### config.mk
export PLATFORM = sky130hd
export DESIGN_NAME = pidk_cfg_regs
export DESIGN_NICKNAME = d
export VERILOG_FILES = /design/src/sv/pidk_pkg.sv /design/src/sv/pidk_cfg_regs.sv
export SDC_FILE = /design/constraint.sdc
export NUM_CORES = 1
export LEC_CHECK = 0
export ABC_AREA = 1
export BUFFER_PORTS_ARGS = -buffer_cell sky130_fd_sc_hd__buf_2
export CAP_MARGIN = 5
export CORE_ASPECT_RATIO = 0.9
export CORE_MARGIN = 8
export CORE_UTILIZATION = 45
export DETAILED_ROUTE_END_ITERATION = 7
export GPL_TIMING_DRIVEN = 0
export PLACE_DENSITY = 0.79
export SYNTH_ARGS = -nofsm -noshare
export SYNTH_HDL_FRONTEND = slang
export SYNTH_SLANG_ARGS = --single-unit
### constraint.sdc
create_clock -name i_clk -period 2.1 [get_ports i_clk]
set_clock_uncertainty 0.1 [all_clocks]
set_input_delay 0.42 -clock i_clk [delete_from_list [all_inputs] [get_ports i_clk]]
set_output_delay 0.42 -clock i_clk [all_outputs]
set_load 0.05 [all_outputs]
### src/sv/pidk_pkg.sv
// shared widths, register indexes, reset values and types for the pi drive controller
package pidk_pkg;

    // field and arithmetic widths
    localparam int DIST_W     = 13;
    localparam int SP_W       = 12;
    localparam int KP_W       = 16;
    localparam int KI_W       = 24;
    localparam int LIM_W      = 31;
    localparam int INTEG_W    = 32;
    localparam int ERR_W      = 14;
    localparam int ACC_W      = 33;
    localparam int PPROD_W    = 31;
    localparam int IPROD_W    = 57;
    localparam int SUM_W      = 34;
    localparam int POWER_W    = 8;
    localparam int KP_SHIFT   = 8;
    localparam int KI_SHIFT   = 24;

    // configuration port
    localparam int CFG_IDX_W  = 2;
    localparam int CFG_DATA_W = 31;

    localparam logic [CFG_IDX_W-1:0] REG_SET_POINT   = 2'd0;
    localparam logic [CFG_IDX_W-1:0] REG_PROP_GAIN   = 2'd1;
    localparam logic [CFG_IDX_W-1:0] REG_INTEG_GAIN  = 2'd2;
    localparam logic [CFG_IDX_W-1:0] REG_INTEG_LIMIT = 2'd3;

    // register reset values
    localparam logic [SP_W-1:0]  RST_SET_POINT   = 12'd30;
    localparam logic [KP_W-1:0]  RST_PROP_GAIN   = 16'd512;
    localparam logic [KI_W-1:0]  RST_INTEG_GAIN  = 24'd1678;
    localparam logic [LIM_W-1:0] RST_INTEG_LIMIT = 31'd185000;

    // drive saturation magnitude
    localparam logic signed [POWER_W-1:0] DRIVE_MAX = 8'sd127;

    typedef struct packed {
        logic [SP_W-1:0]  set_point;
        logic [KP_W-1:0]  prop_gain;
        logic [KI_W-1:0]  integ_gain;
        logic [LIM_W-1:0] integ_limit;
    } t_cfg;

endpackage

### src/sv/pidk_cfg_regs.sv
// configuration register file for the pi drive controller
module pidk_cfg_regs (
    input  logic                             i_clk,
    input  logic                             i_rst_n,
    input  logic                             i_cfg_we,
    input  logic [pidk_pkg::CFG_IDX_W-1:0]   i_cfg_idx,
    input  logic [pidk_pkg::CFG_DATA_W-1:0]  i_cfg_data,
    output pidk_pkg::t_cfg                   o_cfg
);

    pidk_pkg::t_cfg r_cfg;

    // register writes, truncated to each register's width
    always_ff @(posedge i_clk) begin
        if (!i_rst_n) begin
            r_cfg.set_point   <= pidk_pkg::RST_SET_POINT;
            r_cfg.prop_gain   <= pidk_pkg::RST_PROP_GAIN;
            r_cfg.integ_gain  <= pidk_pkg::RST_INTEG_GAIN;
            r_cfg.integ_limit <= pidk_pkg::RST_INTEG_LIMIT;
        end else if (i_cfg_we) begin
            unique case (i_cfg_idx)
                pidk_pkg::REG_SET_POINT:   r_cfg.set_point   <= i_cfg_data[pidk_pkg::SP_W-1:0];
                pidk_pkg::REG_PROP_GAIN:   r_cfg.prop_gain   <= i_cfg_data[pidk_pkg::KP_W-1:0];
                pidk_pkg::REG_INTEG_GAIN:  r_cfg.integ_gain  <= i_cfg_data[pidk_pkg::KI_W-1:0];
                pidk_pkg::REG_INTEG_LIMIT: r_cfg.integ_limit <= i_cfg_data[pidk_pkg::LIM_W-1:0];
                default: ;
            endcase
        end
    end

    assign o_cfg = r_cfg;

endmodule

# ---- Word level (Yosys, flattened, before mapping)
# Index checks and enable logic that the tools add are counted.
dict set report totals {
  register_bits 83
  latch_bits 0
  mem_bits_rw 0
  mem_bits_ro 0
  inputBits 36
  out_inout_bits 83
  wordCells 12
  mem_count 0
}
dict set report classes {
  add_sub_neg 0
  mul 0
  n_div 0
  magnitude_cmp 0
  eq_ne 3
  n_shift 0
  mux 0
  bitwise 0
  reduce_logical 5
}
# op n
set ops {}
lappend ops {{AND reduction 2 bit} 4}
lappend ops {{equality test 2 bit, second input constant} 2}
lappend ops {{equality test 2 x 1 -> 1 bit, second input constant} 1}
lappend ops {{logical NOT 2 bit} 1}

# ---- Logic depth before layout (Yosys ltp)
dict set report logic_depth {
  ltp_word 2
  ltp_mapped 7
  mapped_depth_nobuf 5
}

# ---- Least setup slack after synthesis
# Ideal clock, no wire load.
dict set report synth_path {
  path_type {input -> register}
  start {input port i_cfg_idx[1] in the netlist's numbering}
  end {register r_cfg, in the netlist o_cfg[71]}
  setup_ns 0.117
  t_arrival_ns 1.063
  required_ns 1.883
  setup_slack_ns 0.821
  stages 6
  path_buffers 2
  path_cell_list {buf_4 > nor2_1 > buf_2 > nand3_1 > nand2_1 > nor2_1}
}
dict set report synth_via {
  elab_chain_cells 2
}
# item line_no
set synth_rtl {}
lappend synth_rtl {{from (decl)} pidk_cfg_regs.sv:6} ;# input logic [pidk_pkg::CFG_IDX_W-1:0] i_cfg_idx,
lappend synth_rtl {{logical NOT 2 bit} pidk_cfg_regs.sv:21} ;# unique case (i_cfg_idx)
lappend synth_rtl {{AND reduction 2 bit (no source line)} n/a}
lappend synth_rtl {{to (decl)} pidk_cfg_regs.sv:11} ;# pidk_pkg::t_cfg r_cfg;
# No other way between the ends.
# A chain may end at the register's enable or synchronous reset.

# ---- Worst setup path after layout
dict set report layout_path {
  start {register r_cfg, in the netlist o_cfg[31]}
  end {output port o_cfg[31] in the netlist's numbering}
}
# item line_no
set layout_rtl {}
lappend layout_rtl {{to (decl)} pidk_cfg_regs.sv:8} ;# output pidk_pkg::t_cfg o_cfg
# No word-level cell between the ends.

==> results by group <==
Worst hold path
  • Hold endpoint: o_cfg[25]
  • HP Start: i_cfg_data[25]
  • Worst Hold Class: primary input to register
  • Worst Hold Path Cells: 3

Critical path
  • CP startpoint kind: register
  • Crit end category: output pin
  • R2r worst-path depth: 4
  • CP Max Fanout: 2
  • Cell chain of the critical path: buf_2
  • WP data arrival: 990 ps
  • Worst r2r src: o_cfg[2]
  • Crit-path slowest cell: dfxtp_1
  • Setup CP Type: register to output pin
  • Max incr delay on CP: 370 ps
  • R2R Path End: o_cfg[2]
  • Family with the most delay on the worst path: flip-flops
  • Reg2Reg Setup Slack: 1300 ps
  • WP data required: 1580 ps
  • Worst path buffer plus inverter count: 1

Synthesis
  • Post-synthesis compound-gate area fraction: 1.208%
  • Synth top cells by count: 148 x nand2_1, 121 x nor2_1, 83 x dfxtp_1
  • Main flop type after synthesis: dfxtp_1
  • Yosys reg bits: 83
  • Post-synthesis xor/xnor area fraction: 0%
  • Mean post-synth cell area: 6.696 um^2
  • Largest family of logic cells by synthesized area: simple AND/OR/NAND/NOR gates
  • Post-synthesis adder-cell area fraction: 0%
  • Synth Cell Area: 3314 um^2
  • Yosys top cell area share: 50.13%
  • Distinct cells, synth: 12
  • Synth area leaders: dfxtp_1 50%, nand2_1 17%, nor2_1 14%
  • EDFF count, synth: 0
  • Ys Warns: 0
  • Mux contribution to synthesized area: 0%
  • FFs w/ async S/R, synth: 0%
  • Leading area contributor after synthesis: dfxtp_1
  • Count leader, synth: nand2_1
  • Register area share after synthesis: 50.13%
  • Post-Synth Simple-Gate Area: 37.22%
  • Syn Inst Count: 495
  • Syn nets: 531

Detailed routing
  • 1st-iter DRT viols: 252
  • Post-DRT Antenna Nets: 0
  • WL per Instance: 13.76 um
  • Pre-Repair DR Iteration Count: 4
  • Wirelength, routed: 9907 um
  • DRC Markers: 0
  • Vias/cell: 4.607
  • DR vias: 3,317

Final layout
  • Layout cells sized above 1: 24.24%
  • Area grow syn2layout: 27.90%
  • Max reg flops: 83
  • Finished Layout Cells: 720
  • Diode count: 0
  • Fin area: 4239 um^2
  • Nets: 658

Floorplan
  • Core area: 7112 um^2
  • IO Pins: 119
  • Die Span X: 106.5 um
  • Die Footprint: 10,370 um^2
  • Num rows: 29
  • Starting Density: 46.60%
  • Die height: 97.42 um

Global route
  • Total gr overflow: 0
  • Largest net degree at the start of global routing: 14
  • Vias in the first global route: 3,300
  • Total global-route track usage: 19.18%
  • Initial antenna violation count: 0
  • First-pass GRT wire length: 16,240 um

Clock tree
  • Post-CTS Resized: 0
  • CTS tree: yes
  • Clock buffer count from CTS: 9
  • Clk root buf: clkbuf_8
  • TritonCTS sink count: 83
  • Worst skew pair latency: 350 ps
  • Htree depth: 3
  • Setup bufs post-CTS: 0
  • Clock tree buffer depth: 2
  • Cts hold-fix bufs: 0
  • Reg clk slew, reported paths: 80 ps

STA
  • Setup TNS: 0 ps
  • Min cycle time layout: 1515 ps
  • RSZ-0062 raised after global routing: false
  • Setup-failing EPs final: 0
  • Final Cycle Share: 72.13%
  • Slew HR: 63.72%
  • Final Slew Violations: 0
  • Setup WS post-layout: 585.3 ps
  • Worst Max-Slew Pin Slew: 544.2 ps
  • Fmax: 660.2 MHz
  • Final Hold Vio Count: 0

Placement
  • Post-place setup slack: 519.3 ps
  • Placed inst area: 4011 um^2
  • Buffers on Ports: 116
  • GPL Wtd Cong: 0.8668
  • Dpl cells: 704
  • DP Wirelength: 7312 um

Power and ir drop
  • Overall power: 3686 uW
  • VDD IR max: 0.4415 mV
  • Pleak: 0.002460 uW
  • Total power divided by cell area: 869.5 nW/um^2

Job
  • Max Cap Viol: 0

Status
  • Outcome: finished clean
## layout make-up
cell class	instances	area (um^2)
clock buffer	12	155.1
inverter	67	251.5
fill	675	2873
timing repair buffer	116	580.6
clock inverter	4	72.57
tap	93	116.4
multi-input combinational	318	1274
buffer	27	127.6
sequential	83	1662
## per-layer routing
metal / vias to the layer above / wire (um) / global-route usage [%]
met1: 1476 / 4408 / 23.45
met3: 11 / 952 / 6.300
li1: 1707 / - / -
met5: - / 0 / 0
met2: 123 / 4452 / 31.06
met4: 0 / 94 / 5.838
## placed cells by master, fill, tap and decap left out
| cell | synthesis | layout |
|---|---|---|
| inv_1 | 67 | 67 |
| nand2_1 | 148 | 148 |
| dfxtp_1 | 83 | 83 |
| buf_2 | 18 | 134 |
| nor2_1 | 121 | 121 |
| clkinv_2 | 0 | 1 |
| clkbuf_8 | 0 | 11 |
| a21oi_1 | 8 | 8 |
| buf_1 | 3 | 3 |
| bufinv_16 | 0 | 2 |
| clkbuf_1 | 5 | 6 |
| nand4_1 | 7 | 7 |
| nand3_1 | 32 | 32 |
| clkinvlp_4 | 0 | 1 |
| buf_4 | 1 | 1 |
| nand3_2 | 2 | 2 |
## metrics by stage
stage | utilization [%] | hold WS (ps)
floorplan | - | 433.2
finish | 59.61 | 193.4
CTS | 59.61 | 190.5
global placement | 56.40 | 338.2
detailed placement | 56.40 | 337.8
global route | 59.61 | 197.2
## how the worst max path moves through the flow
stage	to	start	cells after the start	slack [ps]
floorplan	o_cfg[71]	i_cfg_idx[1]	6	820
detailed placement	o_cfg[42]	i_cfg_idx[0]	7	520
global placement	o_cfg[43]	i_cfg_idx[0]	6	590
CTS	o_cfg[31]	o_cfg[31]	1	580
finish	o_cfg[31]	o_cfg[31]	1	590
global route	o_cfg[31]	o_cfg[31]	1	560
## logic make-up after synthesis
| family | count (synthesis) |
|---|---|
| simple gates | 310 |
| flops | 83 |
| buf+inv | 94 |
| compound gates | 8 |
## power breakdown
group | switching (uW) | leakage, uW | internal, uW
Sequential | 42.6 | 0.000680 | 1660
Combinational | 528 | 0.00167 | 162
Clock | 563 | 0.000113 | 734
(Power assumes the default switching activity.)
